### src/rtl/dcc_fpd_pkg.sv
// ----------------------------------------------------------------------------
// dcc_fpd_pkg
// Shared types and constants for the DCC function packet decoder: packet and
// result records, decoder state and command byte codes.
// ----------------------------------------------------------------------------
package dcc_fpd_pkg;

  // Field widths
  localparam int unsigned BYTE_W  = 8;
  localparam int unsigned LEN_W   = 3;
  localparam int unsigned ADDR_W  = 14;
  localparam int unsigned CADDR_W = 7;
  localparam int unsigned FUNC_W  = 29;
  localparam int unsigned CVN_W   = 9;

  // Configuration port
  localparam int unsigned CFG_IDX_W  = 2;
  localparam int unsigned CFG_DATA_W = ADDR_W;

  localparam logic [CFG_IDX_W-1:0] CFG_DECODER_ADDR = 2'd0;
  localparam logic [CFG_IDX_W-1:0] CFG_CONSIST_ADDR = 2'd1;

  localparam logic [ADDR_W-1:0]  DECODER_ADDR_RST = 14'd3;
  localparam logic [CADDR_W-1:0] CONSIST_ADDR_RST = 7'd0;

  // Command byte codes
  localparam logic [BYTE_W-1:0] CMD_CV_MASK    = 8'b1111_1100;
  localparam logic [BYTE_W-1:0] CMD_CV_WRITE   = 8'b1110_1100;
  localparam logic [BYTE_W-1:0] CMD_SPEED_128  = 8'h3F;
  localparam logic [BYTE_W-1:0] CMD_GRP3_MASK  = 8'b1110_0000;
  localparam logic [BYTE_W-1:0] CMD_GRP_F0_F4  = 8'b1000_0000;
  localparam logic [BYTE_W-1:0] CMD_GRP4_MASK  = 8'b1111_0000;
  localparam logic [BYTE_W-1:0] CMD_GRP_F5_F8  = 8'b1011_0000;
  localparam logic [BYTE_W-1:0] CMD_GRP_F9_F12 = 8'b1010_0000;
  localparam logic [BYTE_W-1:0] CMD_F13_F20    = 8'b1101_1110;
  localparam logic [BYTE_W-1:0] CMD_F21_F28    = 8'b1101_1111;
  localparam logic [BYTE_W-1:0] LONG_ADDR_MASK = 8'b0011_1111;
  localparam logic [BYTE_W-1:0] SHORT_ADDR_MASK = 8'b0111_1111;

  // Decoder reset command: CV 8 (CV byte 7) written with 8
  localparam logic [BYTE_W-1:0] CV_BYTE_RESET  = 8'd7;
  localparam logic [BYTE_W-1:0] CV_VALUE_RESET = 8'd8;

  // Lengths for the speed and extended function packet checks
  localparam logic [LEN_W:0] LEN_SPEED_BASIC = 4'd2;
  localparam logic [LEN_W:0] LEN_SPEED_128   = 4'd3;
  localparam logic [LEN_W-1:0] LEN_EXT_FUNC  = 3'd3;

  typedef struct packed {
    logic [BYTE_W-1:0] byte_zero;
    logic [BYTE_W-1:0] byte_one;
    logic [BYTE_W-1:0] byte_two;
    logic [BYTE_W-1:0] byte_three;
    logic [BYTE_W-1:0] byte_four;
    logic [BYTE_W-1:0] byte_five;
    logic [LEN_W-1:0]  packet_length;
  } packet_t;

  typedef struct packed {
    logic [FUNC_W-1:0] function_bits;
    logic              forward;
    logic              changed;
    logic              cv_write_request;
    logic [CVN_W-1:0]  cv_number;
    logic [BYTE_W-1:0] cv_value;
    logic              reset_request;
  } result_t;

  typedef struct packed {
    logic [FUNC_W-1:0] functions;
    logic              forward;
    logic [BYTE_W-1:0] prev_err;
  } dec_state_t;

endpackage

### src/rtl/dcc_fpd_decode.sv
// ----------------------------------------------------------------------------
// dcc_fpd_decode
// Combinational packet decode: address match, CV write confirmation, speed
// direction and function group updates against the current decoder state.
// ----------------------------------------------------------------------------
module dcc_fpd_decode (
  input  dcc_fpd_pkg::packet_t    pkt,
  input  dcc_fpd_pkg::dec_state_t cur,
  input  logic [dcc_fpd_pkg::ADDR_W-1:0]  decoder_addr,
  input  logic [dcc_fpd_pkg::CADDR_W-1:0] consist_addr,
  output dcc_fpd_pkg::dec_state_t nxt_state,
  output dcc_fpd_pkg::result_t    res
);
  import dcc_fpd_pkg::*;

  logic              long_addr;
  logic [ADDR_W-1:0] addr;
  logic [BYTE_W-1:0] cmd;
  logic [BYTE_W-1:0] arg1;
  logic [BYTE_W-1:0] arg2;
  logic [BYTE_W-1:0] err;
  logic [LEN_W:0]    len_ext;
  logic [LEN_W:0]    shift_ext;
  logic              match_dec;
  logic              match_any;
  logic              is_cv;
  logic              confirmed;
  logic              is_reset;
  logic [FUNC_W-1:0] new_func;
  logic              new_dir;

  // Address and command byte positions
  always_comb begin
    long_addr = pkt.byte_zero[7];
    if (long_addr) begin
      addr = {pkt.byte_zero[5:0] & LONG_ADDR_MASK[5:0], pkt.byte_one};
      cmd  = pkt.byte_two;
      arg1 = pkt.byte_three;
      arg2 = pkt.byte_four;
    end else begin
      addr = {7'd0, pkt.byte_zero[6:0] & SHORT_ADDR_MASK[6:0]};
      cmd  = pkt.byte_one;
      arg1 = pkt.byte_two;
      arg2 = pkt.byte_three;
    end
  end

  // Error byte: last byte of the packet, clamped to the first and sixth
  always_comb begin
    case (pkt.packet_length)
      3'd0, 3'd1: err = pkt.byte_zero;
      3'd2:       err = pkt.byte_one;
      3'd3:       err = pkt.byte_two;
      3'd4:       err = pkt.byte_three;
      3'd5:       err = pkt.byte_four;
      default:    err = pkt.byte_five;
    endcase
  end

  assign len_ext   = {1'b0, pkt.packet_length};
  assign shift_ext = {{LEN_W{1'b0}}, long_addr};
  assign match_dec = (addr == decoder_addr);
  assign match_any = match_dec || (addr == {{(ADDR_W-CADDR_W){1'b0}}, consist_addr});
  assign is_cv     = match_dec && ((cmd & CMD_CV_MASK) == CMD_CV_WRITE);
  // CV writes only count when repeated with the same error byte
  assign confirmed = is_cv && (err == cur.prev_err);
  assign is_reset  = (arg1 == CV_BYTE_RESET) && (arg2 == CV_VALUE_RESET);

  // Speed and function group updates
  always_comb begin
    new_func = cur.functions;
    new_dir  = cur.forward;
    if (!cmd[7]) begin
      if (cmd == CMD_SPEED_128 && len_ext == LEN_SPEED_128 + shift_ext) begin
        new_dir = arg1[7];
      end else if (len_ext == LEN_SPEED_BASIC + shift_ext) begin
        new_dir = cmd[5];
      end
    end else if ((cmd & CMD_GRP3_MASK) == CMD_GRP_F0_F4) begin
      new_func[0]   = cmd[4];
      new_func[4:1] = cmd[3:0];
    end else if ((cmd & CMD_GRP4_MASK) == CMD_GRP_F5_F8) begin
      new_func[8:5] = cmd[3:0];
    end else if ((cmd & CMD_GRP4_MASK) == CMD_GRP_F9_F12) begin
      new_func[12:9] = cmd[3:0];
    end else if (cmd == CMD_F13_F20) begin
      if (pkt.packet_length >= LEN_EXT_FUNC) begin
        new_func[20:13] = arg1;
      end
    end else if (cmd == CMD_F21_F28) begin
      if (pkt.packet_length >= LEN_EXT_FUNC) begin
        new_func[28:21] = arg1;
      end
    end
  end

  // Next state and result record
  always_comb begin
    nxt_state          = cur;
    nxt_state.prev_err = err;
    res                = '0;
    if (!is_cv && match_any) begin
      nxt_state.functions = new_func;
      nxt_state.forward   = new_dir;
      res.changed = (new_func != cur.functions) || (new_dir != cur.forward);
    end
    if (confirmed) begin
      if (is_reset) begin
        res.reset_request = 1'b1;
      end else begin
        res.cv_write_request = 1'b1;
        res.cv_number        = {1'b0, arg1} + 9'd1;
        res.cv_value         = arg2;
      end
    end
    res.function_bits = nxt_state.functions;
    res.forward       = nxt_state.forward;
  end

endmodule

### src/rtl/dcc_fpd_regs.sv
// ----------------------------------------------------------------------------
// dcc_fpd_regs
// Configuration registers and kept decoder state (functions, direction,
// previous error byte), updated once per decoded packet.
// ----------------------------------------------------------------------------
module dcc_fpd_regs (
  input  logic clk,
  input  logic rst_n,
  input  logic cfg_we,
  input  logic [dcc_fpd_pkg::CFG_IDX_W-1:0]  cfg_index,
  input  logic [dcc_fpd_pkg::CFG_DATA_W-1:0] cfg_data,
  input  logic                    upd,
  input  dcc_fpd_pkg::dec_state_t upd_state,
  output dcc_fpd_pkg::dec_state_t cur_state,
  output logic [dcc_fpd_pkg::ADDR_W-1:0]  decoder_addr,
  output logic [dcc_fpd_pkg::CADDR_W-1:0] consist_addr
);
  import dcc_fpd_pkg::*;

  dec_state_t         state_r;
  logic [ADDR_W-1:0]  dec_addr_r;
  logic [CADDR_W-1:0] con_addr_r;

  // Register writes and state update
  always_ff @(posedge clk) begin
    if (!rst_n) begin
      state_r.functions <= '0;
      state_r.forward   <= 1'b1;
      state_r.prev_err  <= '0;
      dec_addr_r        <= DECODER_ADDR_RST;
      con_addr_r        <= CONSIST_ADDR_RST;
    end else begin
      if (upd) begin
        state_r <= upd_state;
      end
      if (cfg_we) begin
        case (cfg_index)
          CFG_DECODER_ADDR: dec_addr_r <= cfg_data;
          CFG_CONSIST_ADDR: con_addr_r <= cfg_data[CADDR_W-1:0];
          default: ;
        endcase
      end
    end
  end

  assign cur_state    = state_r;
  assign decoder_addr = dec_addr_r;
  assign consist_addr = con_addr_r;

endmodule

### src/rtl/dcc_function_packet_decoder_core.sv
// ----------------------------------------------------------------------------
// dcc_function_packet_decoder_core
// DCC multifunction decoder packet handler, top level.
//
// Usage:
//   Input channel (in_valid / in_stall): one request carries a whole received
//   packet, six bytes and its length. Result channel (out_valid / out_stall):
//   one result per packet with the function vector, direction, change flag
//   and any confirmed CV write or decoder reset request.
//   Config port (cfg_we / cfg_index / cfg_data): index 0 decoder address,
//   index 1 consist address; write only while the block is idle.
// Timing:
//   A packet is captured in an input register and decoded in one pass into
//   the result register. One packet per cycle is accepted while the result
//   side does not stall; the rate is set by the single decode stage that
//   reads and updates the kept state.
// Reset: rst_n clears both stages, functions off, direction forward,
//   previous error byte zero, decoder address 3, consist address 0.
// Stall: a stalled result holds; the input stage keeps accepting until it
//   holds a packet that cannot move on, then in_stall rises.
// ----------------------------------------------------------------------------
module dcc_function_packet_decoder_core (
  input  logic clk,
  input  logic rst_n,
  input  logic in_valid,
  output logic in_stall,
  input  logic [dcc_fpd_pkg::BYTE_W-1:0] in_byte_zero,
  input  logic [dcc_fpd_pkg::BYTE_W-1:0] in_byte_one,
  input  logic [dcc_fpd_pkg::BYTE_W-1:0] in_byte_two,
  input  logic [dcc_fpd_pkg::BYTE_W-1:0] in_byte_three,
  input  logic [dcc_fpd_pkg::BYTE_W-1:0] in_byte_four,
  input  logic [dcc_fpd_pkg::BYTE_W-1:0] in_byte_five,
  input  logic [dcc_fpd_pkg::LEN_W-1:0]  in_packet_length,
  output logic out_valid,
  input  logic out_stall,
  output logic [dcc_fpd_pkg::FUNC_W-1:0] out_function_bits,
  output logic                           out_forward,
  output logic                           out_changed,
  output logic                           out_cv_write_request,
  output logic [dcc_fpd_pkg::CVN_W-1:0]  out_cv_number,
  output logic [dcc_fpd_pkg::BYTE_W-1:0] out_cv_value,
  output logic                           out_reset_request,
  input  logic cfg_we,
  input  logic [dcc_fpd_pkg::CFG_IDX_W-1:0]  cfg_index,
  input  logic [dcc_fpd_pkg::CFG_DATA_W-1:0] cfg_data
);
  import dcc_fpd_pkg::*;

  logic        in_vld_r;
  logic        in_vld_nxt;
  packet_t     pkt_r;
  logic        out_vld_r;
  logic        out_vld_nxt;
  result_t     res_r;
  result_t     res_nxt;
  dec_state_t  cur_state;
  dec_state_t  upd_state;
  logic [ADDR_W-1:0]  decoder_addr;
  logic [CADDR_W-1:0] consist_addr;
  logic        advance;
  logic        in_take;

  // Handshake: input stage moves on when the result register is free or its result is taken
  assign advance  = in_vld_r && (!out_vld_r || !out_stall);
  assign in_stall = in_vld_r && !advance;
  assign in_take  = in_valid && !in_stall;

  always_comb begin
    in_vld_nxt = in_vld_r;
    if (!in_stall) begin
      in_vld_nxt = in_valid;
    end
    out_vld_nxt = out_vld_r;
    if (advance) begin
      out_vld_nxt = 1'b1;
    end else if (!out_stall) begin
      out_vld_nxt = 1'b0;
    end
  end

  always_ff @(posedge clk) begin
    if (!rst_n) begin
      in_vld_r  <= 1'b0;
      out_vld_r <= 1'b0;
    end else begin
      in_vld_r  <= in_vld_nxt;
      out_vld_r <= out_vld_nxt;
    end
  end

  // Payload registers
  always_ff @(posedge clk) begin
    if (in_take) begin
      pkt_r.byte_zero     <= in_byte_zero;
      pkt_r.byte_one      <= in_byte_one;
      pkt_r.byte_two      <= in_byte_two;
      pkt_r.byte_three    <= in_byte_three;
      pkt_r.byte_four     <= in_byte_four;
      pkt_r.byte_five     <= in_byte_five;
      pkt_r.packet_length <= in_packet_length;
    end
    if (advance) begin
      res_r <= res_nxt;
    end
  end

  // Decode against current state
  dcc_fpd_decode u_decode (
    .pkt          (pkt_r),
    .cur          (cur_state),
    .decoder_addr (decoder_addr),
    .consist_addr (consist_addr),
    .nxt_state    (upd_state),
    .res          (res_nxt)
  );

  dcc_fpd_regs u_regs (
    .clk          (clk),
    .rst_n        (rst_n),
    .cfg_we       (cfg_we),
    .cfg_index    (cfg_index),
    .cfg_data     (cfg_data),
    .upd          (advance),
    .upd_state    (upd_state),
    .cur_state    (cur_state),
    .decoder_addr (decoder_addr),
    .consist_addr (consist_addr)
  );

  assign out_valid            = out_vld_r;
  assign out_function_bits    = res_r.function_bits;
  assign out_forward          = res_r.forward;
  assign out_changed          = res_r.changed;
  assign out_cv_write_request = res_r.cv_write_request;
  assign out_cv_number        = res_r.cv_number;
  assign out_cv_value         = res_r.cv_value;
  assign out_reset_request    = res_r.reset_request;

endmodule

### config.mk
export PLATFORM = sky130hd
export DESIGN_NAME = dcc_function_packet_decoder_core
export DESIGN_NICKNAME = d
export VERILOG_FILES = /design/src/rtl/dcc_fpd_pkg.sv /design/src/rtl/dcc_fpd_decode.sv /design/src/rtl/dcc_fpd_regs.sv /design/src/rtl/dcc_function_packet_decoder_core.sv
export SDC_FILE = /design/constraint.sdc
export NUM_CORES = 1
export LEC_CHECK = 0
export BUFFER_PORTS_ARGS = -buffer_cell sky130_fd_sc_hd__clkbuf_2
export CAP_MARGIN = 20
export CORE_MARGIN = 2
export CORE_UTILIZATION = 57
export DETAILED_ROUTE_END_ITERATION = 12
export PLACE_DENSITY = 0.92
export SYNTH_ARGS = -nofsm -noshare
export SYNTH_HDL_FRONTEND = slang
export SYNTH_SLANG_ARGS = --single-unit
### constraint.sdc
create_clock -name clk -period 4.3 [get_ports clk]
set_input_delay 0.86 -clock clk [delete_from_list [all_inputs] [get_ports clk]]
set_output_delay 0.86 -clock clk [all_outputs]
set_load 0.05 [all_outputs]
==> results of run 1 <==
stage by stage:
stage                     power [mW]  hold slack [ns]  worst slack [ns]  instances
after detailed placement       2.224           0.4690            0.6798        971
after CTS                      3.858           0.4775            0.6754       1003
final                          3.853           0.4767            0.5879       1003
after global routing           3.962           0.4939            0.4023       1003
after floorplan                2.093           0.4488            0.2682        694
after global placement         2.211           0.4586            0.8523        971
critical path: stages (launching register included):
cell       delay [ns]
edfxtp_1         1.00
buf_12           0.36
mux2i_1          0.50
xnor2_1          0.13
a2111oi_0        0.53
a31oi_1          0.15
or4_1            0.48
o31a_1           0.29
where the power goes:
group / internal [mW] / switching (mW)
clock: 0.992 / 0.656
combinational: 0.155 / 0.264
sequential: 1.71 / 0.0724
total: 2.86 / 0.993
worst paths after layout:
check / to / slack (ns)
worst min register to register: u_regs.decoder_addr[2] / 0.48
worst max register to register: out_changed / 0.59
worst min-delay path: u_regs.decoder_addr[2] / 0.48
worst max-delay path: out_changed / 0.59
logic make-up after synthesis:
| logic type | count (synthesis) | synth area share [%] |
|---|---|---|
| fa+ha+maj | 1 | 0.1528 |
| xor+xnor | 50 | 5.350 |
| buf+inv | 43 | 2.491 |
| mux | 125 | 18.34 |
| simple gates | 228 | 13.67 |
| flops | 162 | 51.97 |
| compound gates | 85 | 8.025 |
synthesized netlist by cell type (3+ instances only):
master / number
nor2_1: 51
a21oi_2: 3
nor2b_1: 5
nor3b_1: 5
clkbuf_1: 17
nand3b_1: 4
and3_1: 3
xnor2_1: 36
mux2_4: 16
nand3_1: 14
mux2i_1: 55
dfxtp_1: 61
mux2_2: 13
buf_2: 10
a21oi_1: 20
nand2_1: 93
nor4_1: 6
a211oi_4: 5
a2111oi_0: 3
buf_6: 3
nor3_1: 17
nand2b_1: 7
mux2i_2: 5
o22ai_1: 6
edfxtp_1: 101
o21ai_0: 11
o21ai_1: 4
nand4_1: 5
mux2_1: 28
a22oi_1: 3
mux4_2: 8
xor2_1: 14
inv_1: 9
metal layers:
layer  track usage, %  routed length (µm)  vias up
met5                0                   0        -
met4            15.20                 887        0
met3            7.784                1618       82
met2            44.54                9753      361
met1            33.57                8071     2948
li1                 -                   -     2793
flip-flops by register name, summed over array words and instances, names as in the netlist:
| signal | cells |
|---|---|
| u_regs.decoder_addr | 14 |
| out_cv_write_request | 1 |
| out_cv_number | 9 |
| in_vld_r | 1 |
| out_valid | 1 |
| pkt_r | 51 |
| out_forward | 1 |
| out_cv_value | 8 |
| out_function_bits | 29 |
| out_reset_request | 1 |
| out_changed | 1 |
| u_regs.consist_addr | 7 |
| u_regs.cur_state | 38 |
area by class of cell:
class                      count  area share (%)
timing repair buffer         130           7.230
inverter                      10          0.3915
clock buffer                  17           4.437
tap                          180           2.349
sequential                   162           44.37
multi-input combinational    489           38.95
clock inverter                15           2.271
==> impl_metrics.toml, run 1 <==
[worst_setup_path]
crit_required_ns = 4.48
end_kind = "flip-flop"
r2r.worst_path.cells = 7
path_class = "reg -> reg"
crit_path_start_kind = "flip-flop"
r2r-start = "pkt_r[50]"
startpoint = "pkt_r[50]"
cp_max_fo = 62
worstPathArrival_ns = 3.90

[route]
drc_errors = 0
drt_iter0_markers = 688
drt_wl_total_um = 20330
ant_nets = 0
drt-vias-per-instance = 6.166
vias = 6184
routedWlPerCell_um = 20.27
firstDrtPassIters = 5

[power_and_ir_drop]
leakagePower_nw = 3.593
p_per_area_nw_per_um2 = 401.8
irDropWorstVdd_mv = 0.3516

[placed_design]
hpwl_um = 14370
gp_routability_congestion = 0.9356
place_area_um2 = 8945
io_buffers = 123

[synth]
ys_seq_area_share_pct = 51.97
synth_area_leader_cell = "edfxtp_1"
ys_warn_count = 0
syn_area_um2 = 8185
synthTopCellsByArea = "edfxtp_1 37%, dfxtp_1 15%, mux2i_1 6.7%"
synthFlopType = "edfxtp_1"
synth_nets = 767
syn_inst = 694
ys_types = 72
syn_avg_cell_area_um2 = 11.79
synth-seq-cells = 162
synth_top_area_share_pct = 37.05
synth_edf_count = 101
async_reset_ff_share_pct = 0

[worst_hold_path]
hp-start = "u_regs.decoder_addr[2]"
hp-class = "reg -> reg"
min_path_cells = 2

[clock_tree]
hold_buffers = 0
ctsHtreeMaxLevel = 4
clock_path_buffers = 2
cts_resized = 0
numCtsBuffers = 17
tritoncts = "done"
worstSkewPairLatency_ns = 0.44
path_clk_slew_ns = 0.07
cts_setup_buffers = 0
cts_root_buf = "clkbuf_16"
clock_sinks = 162

[timing]
hold_viol_final = 0
fin_tns_setup_ns = 0
rsz0062_at_grt = "no"
setup_violations = 0
max_slew_margin_pct = 34.96
worst_slew_pin_slew_ns = 0.9756
clock_skew_ns = 0.01063
slew_viol_final = 0
fin_crit_ns = 3.712
fmax_mhz = 269.4
post-route-period-util_pct = 86.33

[global_routing]
gr-total-overflow = 0
grt_pass1_vias = 6061
groute.usage.overall_pct = 27.65
grt_pass1_wl_um = 31640
grt_max_degree = 63
grt_antenna_before_repair = 0

[layout]
most-common-layout-cells = "123 x clkbuf_2, 101 x edfxtp_1, 93 x nand2_1"
antenna_cells = 0
n_fill_cell = 973
multi_input_area_um2 = 3735
seq_area_um2 = 4254
final_cell_area_um2 = 9588
fin_nets = 883
fin_util_pct = 68.81
syn_to_final_growth_pct = 17.14
drive_above_1_share_pct = 27.34
final_common_cell = "clkbuf_2"

[floorplan]
core_um2 = 13930
die_area_um2 = 15340
ioPinCount = 124
die_w_um = 123.8
row_count = 43
initial_core_util_pct = 58.74
fp.dieH_um = 123.8

[run_status]
outcome = "finished clean"

[flow_run]
drv_cap = 0
Note: power is estimated with default switching activity, not from simulation.
==> inputs of run 2 (changes only) <==
Settings changed: CORE_MARGIN 2 to 8.
==> impl_metrics.toml, run 2 (synthesized netlist as in run 1, its figures left out) <==
[clock_tree]
ctsHtreeMaxLevel = 4
hold_buffers = 0
cts_root_buf = "clkbuf_16"
path_clk_slew_ns = 0.06
worstSkewPairLatency_ns = 0.44
clock_path_buffers = 2
clock_sinks = 162
cts_setup_buffers = 0
tritoncts = "done"
numCtsBuffers = 17
cts_resized = 0

[layout]
most-common-layout-cells = "123 x clkbuf_2, 101 x edfxtp_1, 93 x nand2_1"
stdcell_count = 1005
largest_register_ffs = 51
seq_area_um2 = 4254
final_common_cell = "clkbuf_2"
n_fill_cell = 998
antenna_cells = 0
regMostFlops = "pkt_r"
fin_util_pct = 68.47
multi_input_area_um2 = 3735
syn_to_final_growth_pct = 16.57
fin_nets = 885
drive_above_1_share_pct = 27.39

[global_routing]
met3_usage_pct = 6.162
groute.usage.overall_pct = 22.45
grt_pass1_wl_um = 31980
grt.busiest_layer = "met2"
grt_use_met1_pct = 26.66
grt_max_degree = 39
use_met2_pct = 36.65
grt_pass1_vias = 6049
gr-total-overflow = 0
grt_antenna_before_repair = 0

[worst_setup_path]
r2r_end = "out_function_bits[23]"
r2r.worst_path.cells = 7
end_kind = "flip-flop"
r2r-start = "pkt_r[50]"
worstPathArrival_ns = 3.79
startpoint = "pkt_r[50]"
regToRegSetupSlack_ns = 0.69
crit_path_start_kind = "flip-flop"
crit_required_ns = 4.49
path_class = "reg -> reg"
cp_max_fo = 38

[placed_design]
io_buffers = 123
dpl.cell_count = 973
hpwl_um = 14900
gp_routability_congestion = 0.9219
pre_cts_ws_ns = 0.7431

[route]
drt-vias-per-instance = 6.080
routedWlPerCell_um = 20.34
ant_nets = 0
drt_wl_total_um = 20450
vias = 6110
drc_errors = 0
firstDrtPassIters = 7
drt_iter0_markers = 635

[floorplan]
row_count = 43
initial_core_util_pct = 58.74
die_area_um2 = 18450
ioPinCount = 124
die_w_um = 135.8
core_um2 = 13930
fp.dieH_um = 135.8

[power_and_ir_drop]
leakagePower_nw = 3.571
p_per_area_nw_per_um2 = 387.4
power_mw = 3.697
irDropWorstVdd_mv = 0.2984

[timing]
clock_skew_ns = 0.009301
fin_ws_ns = 0.6942
worst_slew_pin_slew_ns = 1.003
setup_violations = 0
rsz0062_at_grt = "no"
fin_tns_setup_ns = 0
hold_viol_final = 0
max_slew_margin_pct = 32.54
slew_viol_final = 0
fmax_mhz = 277.3
fin_crit_ns = 3.606
post-route-period-util_pct = 83.86

[worst_hold_path]
hp-start = "u_regs.decoder_addr[2]"
hp-class = "reg -> reg"
whs_endpoint = "u_regs.decoder_addr[2]"
min_path_cells = 2

[flow_run]
drv_cap = 0

[run_status]
outcome = "finished clean"
==> run 2: worst max path at each step <==
stage / to / cells past startpoint
2_1_floorplan: pkt_r[0] / 2
3_3_place_gp: out_changed / 7
3_5_place_dp: out_changed / 7
4_1_cts: out_changed / 7
5_1_grt: out_function_bits[14] / 7
6_report: out_function_bits[23] / 7
==> run 2: per-layer routing <==
metal / routed length [µm] / vias to the layer above
met4: 762 / 0
met2: 9836 / 348
met5: 0 / -
li1: - / 2789
met3: 1765 / 65
met1: 8080 / 2908
==> run 2: area by class of cell <==
class | count | area share [%]
Clock inverter | 15 | 1.639
Clock buffer | 17 | 4.458
Timing Repair Buffer | 132 | 7.422
Tap cell | 180 | 2.360
Inverter | 10 | 0.3934
Sequential cell | 162 | 44.58
Multi-Input combinational cell | 489 | 39.14
==> run 2: power breakdown <==
group	switching [mW]	internal, mW	leakage [nW]	total, mW
Combinational	0.261	0.156	1.82	0.417
Clock	0.635	0.859	0.286	1.49
Sequential	0.0716	1.71	1.46	1.79
Total	0.968	2.73	3.57	3.70
==> run 2: worst max-delay path, cell delays in order, from the launching register on <==
cell	delay, ns
edfxtp_1	0.99
buf_12	0.31
mux2i_1	0.24
xnor2_1	0.12
nor4_4	0.28
nand3_2	0.50
a21oi_4	0.56
mux2_4	0.34
==> run 2: metrics by stage <==
stage | hold WS [ns] | area, µm²
after floorplan | 0.4488 | 8185
after global placement | 0.4576 | 8960
after detailed placement | 0.4608 | 8960
after CTS | 0.4695 | 9542
after global routing | 0.4949 | 9542
final | 0.4696 | 9542
==> inputs of run 3 (changes only) <==
Settings changed: CORE_UTILIZATION 57 to 52, PLACE_DENSITY 0.92 to 0.89.
Clock period 4.3 ns to 3.3 ns, I/O delays scaled along.
==> impl_metrics.toml, run 3 (synthesized netlist as in run 1, its figures left out) <==
[clock_tree]
cts_resized = 0
ctsHtreeMaxLevel = 4
hold_buffers = 0
cts_setup_buffers = 0
numCtsBuffers = 17
clock_sinks = 162
clock_path_buffers = 2
cts_root_buf = "clkbuf_16"
tritoncts = "done"
path_clk_slew_ns = 0.06
worstSkewPairLatency_ns = 0.42

[timing]
fin_crit_ns = 3.056
fin_tns_setup_ns = 0
holdWs_ns = 0.4053
rsz0062_at_grt = "no"
fmax_mhz = 327.2
hold_viol_final = 0
clock_skew_ns = 0.008994
max_slew_margin_pct = 40.68
worst_slew_pin_slew_ns = 0.8888
post-route-period-util_pct = 92.62
setup_violations = 0
slew_viol_final = 0

[worst_setup_path]
crit_required_ns = 3.47
crit_path_start_kind = "flip-flop"
end_kind = "flip-flop"
path_class = "reg -> reg"
cp_max_fo = 56
worstPathArrival_ns = 3.23

[layout]
seq_area_um2 = 4254
regMostFlops = "pkt_r"
n_fill_cell = 1241
final_common_cell = "clkbuf_2"
antenna_cells = 0
most-common-layout-cells = "123 x clkbuf_2, 101 x edfxtp_1, 93 x nand2_1"
fin_nets = 893
drive_above_1_share_pct = 27.73
syn_to_final_growth_pct = 17.70
largest_register_ffs = 51
multi_input_area_um2 = 3735

[global_routing]
grt_pass1_vias = 6190
grt_antenna_before_repair = 0
groute.usage.overall_pct = 20.95
grt_pass1_wl_um = 32550
grt_max_degree = 57
gr-total-overflow = 0

[floorplan]
initial_core_util_pct = 52.29
ioPinCount = 124
die_w_um = 141.5
die_area_um2 = 20010
core_um2 = 15660
row_count = 46
fp.dieH_um = 141.5

[route]
drt-vias-per-instance = 5.786
firstDrtPassIters = 5
drc_errors = 0
vias = 6070
routedWlPerCell_um = 19.52
drt_iter0_markers = 641
drt_wl_total_um = 20480
ant_nets = 0

[flow_run]
drv_cap = 0

[power_and_ir_drop]
leakagePower_nw = 3.591
irDropWorstVdd_mv = 0.4718
p_per_area_nw_per_um2 = 496.2

[placed_design]
io_buffers = 123
gp_routability_congestion = 0.9345
hpwl_um = 15130

[worst_hold_path]
hp-class = "in -> reg"

[run_status]
outcome = "finished clean"
==> run 3: cell count changes in the layout (fill, tap and decap cells not counted) <==
cell / change
buf_4: +8
inv_8: +1
clkinvlp_4: +3
clkinv_4: -3
inv_6: -3
clkbuf_1: +3
clkinv_2: -1
==> run 3: report_power, final <==
| part | switching, mW | internal, mW | total (mW) | leakage, nW |
|---|---|---|---|---|
| logic | 0.347 | 0.206 | 0.553 | 1.86 |
| clock network | 0.793 | 1.12 | 1.91 | 0.266 |
| registers | 0.0840 | 2.23 | 2.32 | 1.46 |
==> run 3: area by class of cell <==
cell class	count	area share, %
Tap cell	216	2.805
Timing Repair Buffer	140	7.974
Multi-Input combinational cell	489	38.77
Clock inverter	12	1.377
Sequential cell	162	44.16
Inverter	10	0.3896
Clock buffer	20	4.532
==> run 3: final timing paths <==
path                                             start                      to  slack [ns]  cells after the start
worst max-delay path                         pkt_r[50]             out_changed        0.24                      8
worst min register to register  u_regs.decoder_addr[5]  u_regs.decoder_addr[5]        0.48                      2
worst min-delay path               in_packet_length[2]                pkt_r[2]        0.41                      1
worst max register to register               pkt_r[50]             out_changed        0.24                      8
==> run 3: routing by layer <==
layer	routed length, µm	part of all wire, %	vias up	global-route usage (%)
met4	642	3.1	0	8.875
met2	9805	48	310	34.28
met5	0	0	-	0
met1	8221	40	2895	25.61
li1	-	-	2808	-
met3	1806	8.8	57	5.813
==> run 3: through the flow <==
| stage | utilization [%] | worst slack (ns) | instances | power, mW | area (µm²) |
|---|---|---|---|---|---|
| detailed placement | 57.90 | 0.3082 | 1017 | 2.906 | 9065 |
| floorplan | - | 0.07004 | 694 | 2.726 | 8188 |
| global placement | 57.90 | 0.4300 | 1017 | 2.889 | 9065 |
| CTS | 61.54 | 0.2826 | 1049 | 4.795 | 9634 |
| finish | 61.54 | 0.2436 | 1049 | 4.780 | 9634 |
| global route | 61.54 | 0.06986 | 1049 | 4.939 | 9634 |
==> run 3: worst max-delay path: stages, from the launching register on <==
cell and delay (ns):
edfxtp_1 0.38, buf_12 0.27, buf_4 0.26, mux2i_2 0.44, xnor2_1 0.12, a2111oi_0 0.39
a31oi_1 0.15, or4_1 0.49, o31a_1 0.29
